===== src/hw/rtl/qhs_pkg.sv =====
// qhs_pkg: shared constants, controller states and command/status types
// for the quicksort sorter; no dependencies
package qhs_pkg;

    localparam int MAX_ELEMENTS = 64;
    localparam int IDX_W        = $clog2(MAX_ELEMENTS);
    localparam int CNT_W        = IDX_W + 1;
    localparam int IJ_W         = IDX_W + 2;
    localparam int STACK_DEPTH  = 64;
    localparam int SP_W         = $clog2(STACK_DEPTH) + 1;
    localparam int DATA_W       = 32;

    typedef enum logic [3:0] {
        S_LOAD,
        S_SORT_INIT,
        S_POP,
        S_POP_WAIT,
        S_PIVOT,
        S_SCAN_I,
        S_SCAN_J,
        S_CHECK,
        S_SWAP_A,
        S_SWAP_B,
        S_TEST,
        S_PUSH_R,
        S_PUSH_L,
        S_EMIT_LD,
        S_EMIT_HOLD
    } t_state;

    typedef enum logic [2:0] {
        RD_MID,
        RD_I,
        RD_I_NXT,
        RD_J,
        RD_J_PRV,
        RD_K,
        RD_K_NXT
    } t_rd_sel;

    typedef enum logic [1:0] {
        PUSH_NONE,
        PUSH_FULL,
        PUSH_RIGHT,
        PUSH_LEFT
    } t_push_sel;

    typedef struct packed {
        logic      load_en;
        t_rd_sel   rd_sel;
        t_push_sel push_sel;
        logic      pop;
        logic      range_load;
        logic      pivot_load;
        logic      i_inc;
        logic      j_dec;
        logic      vi_load;
        logic      vj_load;
        logic      swap_a;
        logic      swap_b;
        logic      k_clear;
        logic      k_inc;
        logic      out_load;
        logic      set_clear;
    } t_cmd;

    typedef struct packed {
        logic in_fire;
        logic in_last;
        logic cnt_lt2;
        logic sp_zero;
        logic i_scan;
        logic j_scan;
        logic i_le_j;
        logic i_lt_hi;
        logic lo_lt_j;
        logic k_last;
        logic out_taken;
    } t_sts;

endpackage


===== src/hw/rtl/qhs_if.sv =====
// qhs_in_if / qhs_out_if: valid-ready channels for input and sorted items
// depends on qhs_pkg for the data width
interface qhs_in_if;
    logic                          valid;
    logic                          ready;
    logic signed [qhs_pkg::DATA_W-1:0] value;
    logic                          last;

    modport source (output valid, output value, output last, input ready);
    modport sink   (input valid, input value, input last, output ready);
endinterface

interface qhs_out_if;
    logic                          valid;
    logic                          ready;
    logic signed [qhs_pkg::DATA_W-1:0] sorted_value;
    logic                          last_out;
    logic                          overflow;

    modport source (output valid, output sorted_value, output last_out, output overflow,
                    input ready);
    modport sink   (input valid, input sorted_value, input last_out, input overflow,
                    output ready);
endinterface


===== src/hw/rtl/qhs_datapath.sv =====
// qhs_datapath: element store, range stack, partition indices, pivot and
// output register; driven by qhs_ctrl commands, depends on qhs_pkg and qhs_if
module qhs_datapath (
    input  logic            i_clk,
    input  logic            i_rst_n,
    input  qhs_pkg::t_cmd   i_cmd,
    output qhs_pkg::t_sts   o_sts,
    qhs_in_if.sink          i_in,
    qhs_out_if.source       o_out
);

    logic [qhs_pkg::DATA_W-1:0] r_store [0:qhs_pkg::MAX_ELEMENTS-1];
    logic [qhs_pkg::DATA_W-1:0] r_rdata;
    logic [2*qhs_pkg::IDX_W-1:0] r_stack [0:qhs_pkg::STACK_DEPTH-1];
    logic [2*qhs_pkg::IDX_W-1:0] r_srdata;

    logic [qhs_pkg::CNT_W-1:0]  r_cnt;
    logic                       r_ovf;
    logic [qhs_pkg::SP_W-1:0]   r_sp;
    logic [qhs_pkg::IDX_W-1:0]  r_lo;
    logic [qhs_pkg::IDX_W-1:0]  r_hi;
    logic [qhs_pkg::IJ_W-1:0]   r_i;
    logic [qhs_pkg::IJ_W-1:0]   r_j;
    logic [qhs_pkg::DATA_W-1:0] r_pivot;
    logic [qhs_pkg::DATA_W-1:0] r_vi;
    logic [qhs_pkg::DATA_W-1:0] r_vj;
    logic [qhs_pkg::IDX_W-1:0]  r_k;

    logic                       r_out_valid;
    logic [qhs_pkg::DATA_W-1:0] r_out_value;
    logic                       r_out_last;
    logic                       r_out_ovf;

    logic                       in_fire;
    logic                       has_room;
    logic [qhs_pkg::IDX_W:0]    mid_sum;
    logic [qhs_pkg::IDX_W-1:0]  rd_addr;
    logic                       wr_en;
    logic [qhs_pkg::IDX_W-1:0]  wr_addr;
    logic [qhs_pkg::DATA_W-1:0] wr_data;
    logic [qhs_pkg::SP_W-1:0]   sp_dec;
    logic [2*qhs_pkg::IDX_W-1:0] push_data;
    logic                       push_en;
    logic [qhs_pkg::IJ_W-1:0]   lo_ext;
    logic [qhs_pkg::IJ_W-1:0]   hi_ext;

    assign in_fire  = i_in.valid && i_in.ready;
    assign has_room = r_cnt < qhs_pkg::CNT_W'(qhs_pkg::MAX_ELEMENTS);
    assign mid_sum  = {1'b0, r_srdata[2*qhs_pkg::IDX_W-1:qhs_pkg::IDX_W]}
                    + {1'b0, r_srdata[qhs_pkg::IDX_W-1:0]};
    assign sp_dec   = r_sp - qhs_pkg::SP_W'(1);
    assign lo_ext   = {2'b00, r_lo};
    assign hi_ext   = {2'b00, r_hi};
    assign push_en  = (i_cmd.push_sel != qhs_pkg::PUSH_NONE)
                   && (r_sp < qhs_pkg::SP_W'(qhs_pkg::STACK_DEPTH));

    assign i_in.ready = i_cmd.load_en;

    always_comb begin
        case (i_cmd.rd_sel)
            qhs_pkg::RD_MID:   rd_addr = mid_sum[qhs_pkg::IDX_W:1];
            qhs_pkg::RD_I:     rd_addr = r_i[qhs_pkg::IDX_W-1:0];
            qhs_pkg::RD_I_NXT: rd_addr = r_i[qhs_pkg::IDX_W-1:0] + qhs_pkg::IDX_W'(1);
            qhs_pkg::RD_J:     rd_addr = r_j[qhs_pkg::IDX_W-1:0];
            qhs_pkg::RD_J_PRV: rd_addr = r_j[qhs_pkg::IDX_W-1:0] - qhs_pkg::IDX_W'(1);
            qhs_pkg::RD_K:     rd_addr = r_k;
            qhs_pkg::RD_K_NXT: rd_addr = r_k + qhs_pkg::IDX_W'(1);
            default:           rd_addr = r_k;
        endcase
    end

    always_comb begin
        wr_en   = 1'b0;
        wr_addr = r_cnt[qhs_pkg::IDX_W-1:0];
        wr_data = i_in.value;
        if (i_cmd.load_en && in_fire && has_room) begin
            wr_en = 1'b1;
        end else if (i_cmd.swap_a) begin
            wr_en   = 1'b1;
            wr_addr = r_i[qhs_pkg::IDX_W-1:0];
            wr_data = r_vj;
        end else if (i_cmd.swap_b) begin
            wr_en   = 1'b1;
            wr_addr = r_j[qhs_pkg::IDX_W-1:0];
            wr_data = r_vi;
        end
    end

    always_comb begin
        case (i_cmd.push_sel)
            qhs_pkg::PUSH_FULL:  push_data = {qhs_pkg::IDX_W'(0),
                                              qhs_pkg::IDX_W'(r_cnt - qhs_pkg::CNT_W'(1))};
            qhs_pkg::PUSH_RIGHT: push_data = {r_i[qhs_pkg::IDX_W-1:0], r_hi};
            qhs_pkg::PUSH_LEFT:  push_data = {r_lo, r_j[qhs_pkg::IDX_W-1:0]};
            default:             push_data = {r_lo, r_hi};
        endcase
    end

    // element store
    always_ff @(posedge i_clk) begin
        if (wr_en) begin
            r_store[wr_addr] <= wr_data;
        end
        r_rdata <= r_store[rd_addr];
    end

    // range stack
    always_ff @(posedge i_clk) begin
        if (push_en) begin
            r_stack[r_sp[qhs_pkg::SP_W-2:0]] <= push_data;
        end
        r_srdata <= r_stack[sp_dec[qhs_pkg::SP_W-2:0]];
    end

    always_ff @(posedge i_clk) begin
        if (!i_rst_n) begin
            r_cnt       <= '0;
            r_ovf       <= 1'b0;
            r_sp        <= '0;
            r_k         <= '0;
            r_out_valid <= 1'b0;
        end else begin
            if (i_cmd.load_en && in_fire) begin
                if (has_room) begin
                    r_cnt <= r_cnt + qhs_pkg::CNT_W'(1);
                end else begin
                    r_ovf <= 1'b1;
                end
            end
            if (i_cmd.set_clear) begin
                r_cnt <= '0;
                r_ovf <= 1'b0;
            end
            if (push_en) begin
                r_sp <= r_sp + qhs_pkg::SP_W'(1);
            end else if (i_cmd.pop) begin
                r_sp <= sp_dec;
            end
            if (i_cmd.k_clear) begin
                r_k <= '0;
            end else if (i_cmd.k_inc) begin
                r_k <= r_k + qhs_pkg::IDX_W'(1);
            end
            if (i_cmd.out_load) begin
                r_out_valid <= 1'b1;
            end else if (o_out.valid && o_out.ready) begin
                r_out_valid <= 1'b0;
            end
        end
    end

    always_ff @(posedge i_clk) begin
        if (i_cmd.range_load) begin
            r_lo <= r_srdata[2*qhs_pkg::IDX_W-1:qhs_pkg::IDX_W];
            r_hi <= r_srdata[qhs_pkg::IDX_W-1:0];
            r_i  <= {2'b00, r_srdata[2*qhs_pkg::IDX_W-1:qhs_pkg::IDX_W]};
            r_j  <= {2'b00, r_srdata[qhs_pkg::IDX_W-1:0]};
        end else begin
            if (i_cmd.i_inc || i_cmd.swap_b) begin
                r_i <= r_i + qhs_pkg::IJ_W'(1);
            end
            if (i_cmd.j_dec || i_cmd.swap_b) begin
                r_j <= r_j - qhs_pkg::IJ_W'(1);
            end
        end
        if (i_cmd.pivot_load) begin
            r_pivot <= r_rdata;
        end
        if (i_cmd.vi_load) begin
            r_vi <= r_rdata;
        end
        if (i_cmd.vj_load) begin
            r_vj <= r_rdata;
        end
        if (i_cmd.out_load) begin
            r_out_value <= r_rdata;
            r_out_last  <= o_sts.k_last;
            r_out_ovf   <= r_ovf;
        end
    end

    assign o_out.valid        = r_out_valid;
    assign o_out.sorted_value = r_out_value;
    assign o_out.last_out     = r_out_last;
    assign o_out.overflow     = r_out_ovf;

    always_comb begin
        o_sts.in_fire   = in_fire;
        o_sts.in_last   = i_in.last;
        o_sts.cnt_lt2   = r_cnt < qhs_pkg::CNT_W'(2);
        o_sts.sp_zero   = r_sp == '0;
        o_sts.i_scan    = ($signed(r_rdata) < $signed(r_pivot))
                       && ($signed(r_i) < $signed(hi_ext));
        o_sts.j_scan    = ($signed(r_pivot) < $signed(r_rdata))
                       && ($signed(r_j) > $signed(lo_ext));
        o_sts.i_le_j    = $signed(r_i) <= $signed(r_j);
        o_sts.i_lt_hi   = $signed(r_i) < $signed(hi_ext);
        o_sts.lo_lt_j   = $signed(lo_ext) < $signed(r_j);
        o_sts.k_last    = ({1'b0, r_k} + qhs_pkg::CNT_W'(1)) == r_cnt;
        o_sts.out_taken = o_out.valid && o_out.ready;
    end

endmodule


===== src/hw/rtl/qhs_ctrl.sv =====
// qhs_ctrl: state machine sequencing load, partition passes and emission
// depends on qhs_pkg
module qhs_ctrl (
    input  logic          i_clk,
    input  logic          i_rst_n,
    input  qhs_pkg::t_sts i_sts,
    output qhs_pkg::t_cmd o_cmd
);

    qhs_pkg::t_state r_state;
    qhs_pkg::t_state n_state;

    always_ff @(posedge i_clk) begin
        if (!i_rst_n) begin
            r_state <= qhs_pkg::S_LOAD;
        end else begin
            r_state <= n_state;
        end
    end

    always_comb begin
        n_state = r_state;
        case (r_state)
            qhs_pkg::S_LOAD: begin
                if (i_sts.in_fire && i_sts.in_last) n_state = qhs_pkg::S_SORT_INIT;
            end
            qhs_pkg::S_SORT_INIT: begin
                n_state = qhs_pkg::S_POP;
            end
            qhs_pkg::S_POP: begin
                n_state = i_sts.sp_zero ? qhs_pkg::S_EMIT_LD : qhs_pkg::S_POP_WAIT;
            end
            qhs_pkg::S_POP_WAIT: n_state = qhs_pkg::S_PIVOT;
            qhs_pkg::S_PIVOT:    n_state = qhs_pkg::S_SCAN_I;
            qhs_pkg::S_SCAN_I: begin
                if (!i_sts.i_scan) n_state = qhs_pkg::S_SCAN_J;
            end
            qhs_pkg::S_SCAN_J: begin
                if (!i_sts.j_scan) n_state = qhs_pkg::S_CHECK;
            end
            qhs_pkg::S_CHECK: begin
                n_state = i_sts.i_le_j ? qhs_pkg::S_SWAP_A : qhs_pkg::S_PUSH_R;
            end
            qhs_pkg::S_SWAP_A: n_state = qhs_pkg::S_SWAP_B;
            qhs_pkg::S_SWAP_B: n_state = qhs_pkg::S_TEST;
            qhs_pkg::S_TEST: begin
                n_state = i_sts.i_le_j ? qhs_pkg::S_SCAN_I : qhs_pkg::S_PUSH_R;
            end
            qhs_pkg::S_PUSH_R:  n_state = qhs_pkg::S_PUSH_L;
            qhs_pkg::S_PUSH_L:  n_state = qhs_pkg::S_POP;
            qhs_pkg::S_EMIT_LD: n_state = qhs_pkg::S_EMIT_HOLD;
            qhs_pkg::S_EMIT_HOLD: begin
                if (i_sts.out_taken) begin
                    n_state = i_sts.k_last ? qhs_pkg::S_LOAD : qhs_pkg::S_EMIT_LD;
                end
            end
            default: n_state = qhs_pkg::S_LOAD;
        endcase
    end

    always_comb begin
        o_cmd          = '0;
        o_cmd.rd_sel   = qhs_pkg::RD_I;
        o_cmd.push_sel = qhs_pkg::PUSH_NONE;
        case (r_state)
            qhs_pkg::S_LOAD: begin
                o_cmd.load_en = 1'b1;
            end
            qhs_pkg::S_SORT_INIT: begin
                o_cmd.rd_sel  = qhs_pkg::RD_K;
                o_cmd.k_clear = 1'b1;
                if (!i_sts.cnt_lt2) o_cmd.push_sel = qhs_pkg::PUSH_FULL;
            end
            qhs_pkg::S_POP: begin
                o_cmd.rd_sel = qhs_pkg::RD_K;
                if (i_sts.sp_zero) begin
                    o_cmd.k_clear = 1'b1;
                end else begin
                    o_cmd.pop = 1'b1;
                end
            end
            qhs_pkg::S_POP_WAIT: begin
                o_cmd.range_load = 1'b1;
                o_cmd.rd_sel     = qhs_pkg::RD_MID;
            end
            qhs_pkg::S_PIVOT: begin
                o_cmd.pivot_load = 1'b1;
                o_cmd.rd_sel     = qhs_pkg::RD_I;
            end
            qhs_pkg::S_SCAN_I: begin
                if (i_sts.i_scan) begin
                    o_cmd.i_inc  = 1'b1;
                    o_cmd.rd_sel = qhs_pkg::RD_I_NXT;
                end else begin
                    o_cmd.vi_load = 1'b1;
                    o_cmd.rd_sel  = qhs_pkg::RD_J;
                end
            end
            qhs_pkg::S_SCAN_J: begin
                if (i_sts.j_scan) begin
                    o_cmd.j_dec  = 1'b1;
                    o_cmd.rd_sel = qhs_pkg::RD_J_PRV;
                end else begin
                    o_cmd.vj_load = 1'b1;
                end
            end
            qhs_pkg::S_SWAP_A: begin
                o_cmd.swap_a = 1'b1;
            end
            qhs_pkg::S_SWAP_B: begin
                o_cmd.swap_b = 1'b1;
            end
            qhs_pkg::S_TEST: begin
                o_cmd.rd_sel = qhs_pkg::RD_I;
            end
            qhs_pkg::S_PUSH_R: begin
                if (i_sts.i_lt_hi) o_cmd.push_sel = qhs_pkg::PUSH_RIGHT;
            end
            qhs_pkg::S_PUSH_L: begin
                if (i_sts.lo_lt_j) o_cmd.push_sel = qhs_pkg::PUSH_LEFT;
            end
            qhs_pkg::S_EMIT_LD: begin
                o_cmd.out_load = 1'b1;
            end
            qhs_pkg::S_EMIT_HOLD: begin
                if (i_sts.out_taken) begin
                    if (i_sts.k_last) begin
                        o_cmd.set_clear = 1'b1;
                    end else begin
                        o_cmd.k_inc  = 1'b1;
                        o_cmd.rd_sel = qhs_pkg::RD_K_NXT;
                    end
                end
            end
            default: begin
                o_cmd.rd_sel = qhs_pkg::RD_I;
            end
        endcase
    end

endmodule


===== src/hw/rtl/quicksort_hoare_sorter_top.sv =====
// quicksort_hoare_sorter_top: top level joining qhs_ctrl and qhs_datapath
// depends on qhs_pkg, qhs_if, qhs_ctrl and qhs_datapath
//
// usage: signed 32-bit items arrive on i_in, one per accepted handshake, and
// are stored until an item with last set is accepted. up to 64 items are held;
// further items of the same set are dropped and overflow is set on every
// sorted item of that set. after the last item the store is sorted in place
// by quicksort (middle pivot, explicit range stack) and the items leave on
// o_out in ascending order, last_out set on the final one.
// after loading, the store is sorted range by range: a range is popped from
// the stack, its middle item is read as pivot, i and j scan inward and each
// pair found is swapped with one store write per element until they cross,
// then each part of two or more items is pushed while the stack has room.
// in emission each item is read from the store into the output register,
// and the next item is read only after the previous one has been taken.
// i_in.ready is low from the last item until the final sorted item is taken.
// a stalled receiver simply holds the output register and the sorter waits.
// synchronous reset clears the item count, overflow flag, stack pointer and output
// valid; the store needs no clearing as every entry is written before use.
module quicksort_hoare_sorter_top (
    input  logic      i_clk,
    input  logic      i_rst_n,
    qhs_in_if.sink    i_in,
    qhs_out_if.source o_out
);

    qhs_pkg::t_cmd cmd;
    qhs_pkg::t_sts sts;

    qhs_ctrl u_ctrl (
        .i_clk   (i_clk),
        .i_rst_n (i_rst_n),
        .i_sts   (sts),
        .o_cmd   (cmd)
    );

    qhs_datapath u_datapath (
        .i_clk   (i_clk),
        .i_rst_n (i_rst_n),
        .i_cmd   (cmd),
        .o_sts   (sts),
        .i_in    (i_in),
        .o_out   (o_out)
    );

endmodule


===== src/flat_wrapper.sv =====
// flat-port wrapper written by rule: the top's interface ports become plain ports
module quicksort_hoare_sorter_top_flat 
  (i_clk, i_rst_n, i_in_valid, i_in_value, i_in_last, i_in_ready, o_out_valid, o_out_sorted_value, o_out_last_out, o_out_overflow, o_out_ready);
  qhs_in_if i_in_i ();
  qhs_out_if o_out_i ();
  input  logic i_clk;
  input  logic i_rst_n;
  input wire logic [$bits(i_in_i.valid)-1:0] i_in_valid;
  input wire logic [$bits(i_in_i.value)-1:0] i_in_value;
  input wire logic [$bits(i_in_i.last)-1:0] i_in_last;
  output wire logic [$bits(i_in_i.ready)-1:0] i_in_ready;
  output wire logic [$bits(o_out_i.valid)-1:0] o_out_valid;
  output wire logic [$bits(o_out_i.sorted_value)-1:0] o_out_sorted_value;
  output wire logic [$bits(o_out_i.last_out)-1:0] o_out_last_out;
  output wire logic [$bits(o_out_i.overflow)-1:0] o_out_overflow;
  input wire logic [$bits(o_out_i.ready)-1:0] o_out_ready;
  assign i_in_i.valid = i_in_valid;
  assign i_in_i.value = i_in_value;
  assign i_in_i.last = i_in_last;
  assign i_in_ready = i_in_i.ready;
  assign o_out_valid = o_out_i.valid;
  assign o_out_sorted_value = o_out_i.sorted_value;
  assign o_out_last_out = o_out_i.last_out;
  assign o_out_overflow = o_out_i.overflow;
  assign o_out_i.ready = o_out_ready;
  quicksort_hoare_sorter_top u_core (.i_clk(i_clk), .i_rst_n(i_rst_n), .i_in(i_in_i), .o_out(o_out_i));
endmodule

===== config.mk =====
export PLATFORM = sky130hd
export DESIGN_NAME = quicksort_hoare_sorter_top_flat
export DESIGN_NICKNAME = d
export VERILOG_FILES = /design/src/hw/rtl/qhs_pkg.sv /design/src/hw/rtl/qhs_if.sv /design/src/hw/rtl/qhs_datapath.sv /design/src/hw/rtl/qhs_ctrl.sv /design/src/hw/rtl/quicksort_hoare_sorter_top.sv /design/src/flat_wrapper.sv
export SDC_FILE = /design/constraint.sdc
export NUM_CORES = 2
export LEC_CHECK = 0
export BUFFER_PORTS_ARGS = -buffer_cell sky130_fd_sc_hd__buf_2
export CORE_MARGIN = 1.5
export CORE_UTILIZATION = 55
export DETAILED_ROUTE_END_ITERATION = 12
export GPL_ROUTABILITY_DRIVEN = 1
export GPL_TIMING_DRIVEN = 1
export HOLD_SLACK_MARGIN = 0.06
export MAX_ROUTING_LAYER = met4
export PLACE_DENSITY = 0.71
export SYNTH_ARGS = -nofsm -noshare
export SYNTH_HDL_FRONTEND = slang
export SYNTH_SLANG_ARGS = --single-unit

===== constraint.sdc =====
create_clock -name i_clk -period 10.1 [get_ports i_clk]
set_clock_uncertainty 0.2 [all_clocks]
set_input_delay 1.515 -clock i_clk [delete_from_list [all_inputs] [get_ports i_clk]]
set_output_delay 1.515 -clock i_clk [all_outputs]
set_load 0.01 [all_outputs]

# Word-level counts from Yosys, hierarchy flattened
# Memories as Yosys holds them, arrays and structs flattened. A register that Yosys moved wholly into a read port is not among the register bits.
# Index checks and enable logic that the tools add are counted.
[classes] div_mod_pow=0 addsub=11 bitwise=2 multipliers=0 n_lt_le_gt_ge=9 shift=0 mux=65 n_reduce_logical=25 eq_ne=27
[op_table] cell="two-way mux 32 bit" count=3
[op_table] cell="< comparator 32 bit" count=2
[op_table] cell="one-hot mux 4 bit (14 select lines)" count=1
[op_table] cell="two-way mux 6 bit" count=7
[op_table] cell="one-hot mux 12 bit (3 select lines)" count=1
[op_table] cell="one-hot mux 6 bit (6 select lines)" count=1
[op_table] cell="two-way mux 1 bit" count=34
[op_table] cell="equality test 4 bit, second input constant" count=7
[op_table] cell="two-way mux 4 bit" count=7
[op_table] cell="equality test 4 x 3 -> 1 bit, second input constant" count=4
[op_table] cell="one-hot mux 3 bit (5 select lines)" count=1
[op_table] cell="adder 7 x 1 -> 7 bit, second input constant" count=2
[op_table] cell="< comparator 7 bit, second input constant" count=2
[op_table] cell="two-way mux 7 bit" count=2
[op_table] cell="adder 6 x 1 -> 6 bit, second input constant" count=2
[op_table] cell="subtractor 6 x 1 -> 6 bit, second input constant" count=2
[op_table] cell="nonzero test 2 bit" count=5
[op_table] cell="two-way mux 3 bit" count=3
[op_table] cell="adder 8 x 1 -> 8 bit, second input constant" count=1
[op_table] cell="equality test 4 x 2 -> 1 bit, second input constant" count=2
[op_table] cell="> comparator 8 x 7 -> 1 bit" count=1
[op_table] cell="<= comparator 8 bit" count=1
[op_table] cell="logical AND 1 bit" count=8
[op_table] cell="< comparator 7 x 8 -> 1 bit" count=1
[op_table] cell="other kinds (26)" count=39
[word_totals] latchBits=0 in_bits=37 mem_bits_rw=2816 regBits=184 mem_count=2 rom_bits=0
[mem_list] memory="u_core.u_datapath.r_store" words=64 word_bits=32 rd=1 rd_clocked_by_memory_dff=1 wr=1 line_no="qhs_datapath.sv:12" rtl="logic [qhs_pkg::DATA_W-1:0] r_store [0:qhs_pkg::MAX_ELEMENTS-1];"
[mem_list] memory="u_core.u_datapath.r_stack" words=64 word_bits=12 rd=1 rd_clocked_by_memory_dff=1 wr=1 line_no="qhs_datapath.sv:14" rtl="logic [2*qhs_pkg::IDX_W-1:0] r_stack [0:qhs_pkg::STACK_DEPTH-1];"

# Logic depth before layout (Yosys ltp)
[depth] word_depth=8 depth_mapped=19

# Cells and area by module
# Synthesis repeated with hierarchy kept, for this count alone.
[unflattened] cells_unflattened=7806 hier_area_um2=121437.7
[modules_own_cells] mod="qhs_datapath" seq_area_each_um2=90586.9 area_per_inst_um2=120845.9 cells_each=7714 n_inst=1
[modules_own_cells] mod="qhs_ctrl" seq_area_each_um2=80.1 area_per_inst_um2=591.8 cells_each=92 n_inst=1

# Worst setup path before layout
# No wires, ideal clock.
[synth_timing] kind="register to register" start="register u_core.u_datapath.r_rdata[31] (netlist name) (read register of u_core.u_datapath.r_store)" end="register u_core.u_datapath.r_vj[0] (netlist name) (enable)" path_buffers=0 period_less_slack_ns=7.753 slack_ns=2.347 arrival_ns=6.958 path_stages_with_launch=9 setup_ns=0.595 t_required_ns=9.305 path_cell_list="dfxtp_1 -> inv_1 -> ha_1 -> nand4_1 -> nor4_2 -> o41a_1 -> or3_1 -> nand2_1 -> a2111oi_0"
[synth_rtl] element="start: declaration" line_no="qhs_datapath.sv:13" rtl="logic [qhs_pkg::DATA_W-1:0] r_rdata;"
[synth_rtl] element="end signal: assignment" line_no="qhs_datapath.sv:173" rtl="r_vj <= r_rdata;"
[synth_rtl] element="end: declaration" line_no="qhs_datapath.sv:26" rtl="logic [qhs_pkg::DATA_W-1:0] r_vj;"

# Final worst setup path
[layout_timing] start="register u_core.u_datapath.r_rdata[8] (netlist name) (read register of u_core.u_datapath.r_store)" end="register u_core.u_datapath.r_rdata[11] (netlist name) (read register of u_core.u_datapath.r_store)"
[layout_via] elab_chain_len=6 elab_cells_between_ends=14
[layout_lines] element="< comparator 32 bit (on tied branches)" line_no="qhs_datapath.sv:194, qhs_datapath.sv:192"
[layout_lines] element="logical AND 1 bit (on tied branches)" line_no="qhs_datapath.sv:195, qhs_datapath.sv:193"
[layout_lines] element="two-way mux 3 bit / two-way mux 1 bit (equally long branches)" line_no="qhs_ctrl.sv:100, qhs_ctrl.sv:91"
[layout_lines] element="one-hot mux 3 bit (5 select lines) *" line_no="qhs_ctrl.sv:65" rtl="case (r_state)"
[layout_lines] element="equality test 3 bit (tied with other cells)" line_no="qhs_datapath.sv:60" rtl="case (i_cmd.rd_sel)"
[layout_lines] element="one-hot mux 6 bit (6 select lines) *" line_no="qhs_datapath.sv:60"
# Every way passes the cells marked *; elsewhere a longest branch is shown, timed or not.
# A chain may end at the register's enable or synchronous reset.

==> results by group <==
Global route
  – All-Layer GR Usage: 30.0%
  – Top Usage Layer GRT: met2
  – Largest net degree at the start of global routing: 213
  – Met1 Track Usage GR: 41.9%
  – GRT Residual Overflow: 0
  – Vias in the first global route: 68516
  – Initial antenna violation count: 23
  – Grt met2 use: 43.3%
  – First-pass GRT wire length: 469000 µm
  – Met3 Usage GRT: 7.38%

Place
  – Routability-driven placement congestion ratio: 0.935
  – # port buffers: 72
  – Post-DP Area: 125000 µm²
  – HPWL after DPL: 177000 µm

CTS
  – H-tree level count: 5
  – Worst-Skew Late Latency: 0.99 ns
  – Clk buf depth: 4
  – PostCTS Resize Cnt: 0
  – Setup Fix Bufs, Post-CTS: 0
  – Clock root buffer: clkbuf_16
  – CTS Buf Count: 318
  – Hold_buf cts: 0
  – Worst-path clk slew: 0.06 ns
  – Total clock sinks: 3044
  – CTS tree: built

Logic synthesis
  – Sequential fraction of the synthesis area: 75.4%
  – Compound-Gate Fraction of Synth Area: 1.98%
  – Mux cell area share after synthesis: 8.70%
  – YS warnings: 0
  – Synth area leaders: edfxtp_1 (74%), mux4_2 (4.7%), nand2_1 (4.7%), nand3_1 (4.1%), mux2i_1 (4.0%)
  – Post-Synth Adder-Cell Area: 0.662%
  – Simple-gate share of the synthesized area: 11.1%
  – Top_reg_cell synth: edfxtp_1
  – Synth Register Bits: 3044
  – XOR/XNOR share of the synthesized area: 0.372%
  – Share of the synthesized area in the top cell type: 74.1%
  – Post-synthesis instance area: 120000 µm²
  – Cells after synthesis: 7774
  – Post-synth cell types: 80
  – Asr flop ratio synth: 0%
  – Syn_area_per_cell: 15.5 µm²
  – Post-synth EDFFs: 2970
  – Largest family of logic cells by synthesized area: simple AND/OR/NAND/NOR gates
  – Cell taking the most area after synthesis: edfxtp_1
  – Syn Nets: 7874

Floorplan
  – Row cnt: 171
  – Die Wd: 471 µm
  – Initial core utilization: 55.4%
  – DIE AREA: 222000 µm²
  – CORE AREA: 217000 µm²
  – Die Span Y: 471 µm
  – Total I/O pin count: 73

Run status
  – Status: finished clean

Detailed routing
  – DRC errors left: 0
  – Antenna viol nets, final: 0
  – First-pass DRT Iterations: 8
  – Routed vias/inst: 6.42
  – WL per Instance: 29.5 µm
  – Initial DRC Count: 10633
  – WL final: 326000 µm
  – Via Count: 71027

Critical path
  – CP Class: flip-flop to flip-flop
  – R2r setup slk: 2.40 ns
  – Startpoint Class: flip-flop
  – R2R cell count: 17
  – Worst setup EP type: flip-flop
  – R2R Path End: u_core.u_datapath.r_rdata[11]$_DFF_P_
  – Critical Path Sink: u_core.u_datapath.r_rdata[11]$_DFF_P_
  – Crit. Startpoint: u_core.u_datapath.r_rdata[8]$_DFF_P_
  – Worst-path fanout max: 112
  – CP required: 10.75 ns
  – Reg2reg start: u_core.u_datapath.r_rdata[8]$_DFF_P_
  – Worst endpoint data arrival time: 8.35 ns

STA
  – Unrepaired setup endpoints after global routing: false
  – Hold Fails Final Rpt: 0
  – Tmin final: 7.70 ns
  – FMAX: 0.130 GHz
  – Fin crit share: 76.3%
  – Setup tns final: 0 ns
  – Slew Limit Fails: 0
  – Worst rel slew slack: 13.8%
  – # setup viols final: 0
  – Slew @ Worst Pin: 1.29 ns

Hold path
  – Hold Path Class: flip-flop to flip-flop
  – Hold Crit Start: u_core.u_datapath.r_ovf$_SDFFE_PP0P_
  – Hold path cells: 0

Finish
  – Area grow syn2layout: 12.3%
  – Layout cells sized above 1: 14.0%
  – Post-layout net count: 8047
  – Post-layout instance area: 135000 µm²
  – Post-layout util: 62.2%

Flow run
  – MaxCap Viol Count: 0

Pwr
  – Leakage: 45.2 nW
  – Pwr dens: 311 nW/µm²
  – Maximum vdd ir drop: 472 µV
metrics by stage:
| stage | std cells | power (mW) | hold slack, ns | setup slack, ns |
|---|---|---|---|---|
| detailed placement | 10481 | 30.7 | 0.219 | 2.77 |
| finish | 11058 | 42.0 | 0.264 | 2.40 |
| CTS | 11035 | 41.7 | 0.227 | 2.75 |
| global placement | 10481 | 30.4 | 0.242 | 2.84 |
| floorplan | 7774 | 25.1 | 0.209 | 2.35 |
| global route | 11055 | 43.4 | 0.262 | 2.14 |
power breakdown:
group          internal, mW  total (mW)  leakage, nW  switching, mW
clock network          6.41        11.1         4.77           4.70
logic                  4.47        15.6         13.1           11.1
registers              14.9        15.3         27.3          0.387
cells by family (layout without fill, tap and decap cells):
logic type	Yosys count	after routing
adder cells (fa/ha/maj)	63	63
multiplexers	730	730
buffers and inverters	510	917
flip-flops	3044	3044
AO/OA/AOI/OAI	326	326
XOR/XNOR	47	47
other	0	23
AND/OR/NAND/NOR	3054	3054
final cells by class:
class                   count  area (µm²)
diodes                     23        57.6
clock buffers             424        8650
clock inverters           130        1060
fillers                 15115       82100
inverters                  64         240
multi-input cells        4220       28600
flip-flops and latches   3044       90700
well taps                2854        3570
repair buffers            299        2230
Yosys cell counts, types with 62 or more instances:
| cell | count |
|---|---|
| clkbuf_1 | 254 |
| inv_1 | 63 |
| mux2i_1 | 478 |
| buf_2 | 129 |
| nand2_1 | 1508 |
| nand4_1 | 104 |
| edfxtp_1 | 2970 |
| ha_1 | 62 |
| dfxtp_1 | 74 |
| nor2_1 | 306 |
| nand3_1 | 987 |
| a32oi_1 | 96 |
| mux4_2 | 252 |
flip-flops by register name, summed over array words and instances (netlist names), 7 cells and up:
signal / cells
u_core.u_datapath.o_out.sorted_value: 32
u_core.u_datapath.r_cnt: 7
u_core.u_datapath.r_i: 8
u_core.u_datapath.r_j: 8
u_core.u_datapath.r_pivot: 32
u_core.u_datapath.r_rdata: 32
u_core.u_datapath.r_sp: 7
u_core.u_datapath.r_srdata: 12
u_core.u_datapath.r_stack: 768
u_core.u_datapath.r_store: 2048
u_core.u_datapath.r_vi: 32
u_core.u_datapath.r_vj: 32
cell usage in the layout, fill, tap and decap left out, types with 73 or more instances in the layout:
cell type / count
dfxtp_1: 73
nand2_1: 1508
clkbuf_1: 83
nand3_1: 986
clkbuf_16: 324
edfxtp_1: 2970
mux4_2: 252
a32oi_1: 96
nand4_1: 104
mux2i_1: 478
nor2_1: 191
buf_4: 214
nor2_4: 109
layer usage:
layer	share of wire, %	up-vias
met4	3.8	0
met5	0	-
met2	45	4704
met3	13	715
met1	38	35726
li1	-	29882
how the worst min path moves through the flow:
| stage | end | slack [ns] |
|---|---|---|
| 2_1_floorplan | u_core.u_datapath.o_out.overflow$_DFFE_PP_ | 0.21 |
| 3_3_place_gp | u_core.u_datapath.o_out.overflow$_DFFE_PP_ | 0.24 |
| 3_5_place_dp | u_core.u_datapath.o_out.overflow$_DFFE_PP_ | 0.22 |
| 4_1_cts | u_core.u_datapath.o_out.overflow$_DFFE_PP_ | 0.23 |
| 5_1_grt | u_core.u_datapath.o_out.overflow$_DFFE_PP_ | 0.26 |
| 6_report | u_core.u_datapath.o_out.overflow$_DFFE_PP_ | 0.26 |
worst max-delay path: stages (launching register included):
cell and delay (ns):
dfxtp_1 0.78, inv_1 0.11, ha_1 0.32, nand4_1 0.13
nor3_1 0.09, a21boi_1 0.16, o41ai_1 0.65, a21oi_1 0.29
a221o_1 0.39, o41ai_2 0.63, nand2_8 0.55, buf_12 0.58
buf_12 0.30, mux2i_1 0.25, mux2i_1 0.10, a32oi_1 0.38
nand4_1 0.70, or3_1 0.58
(Power assumes the default switching activity.)
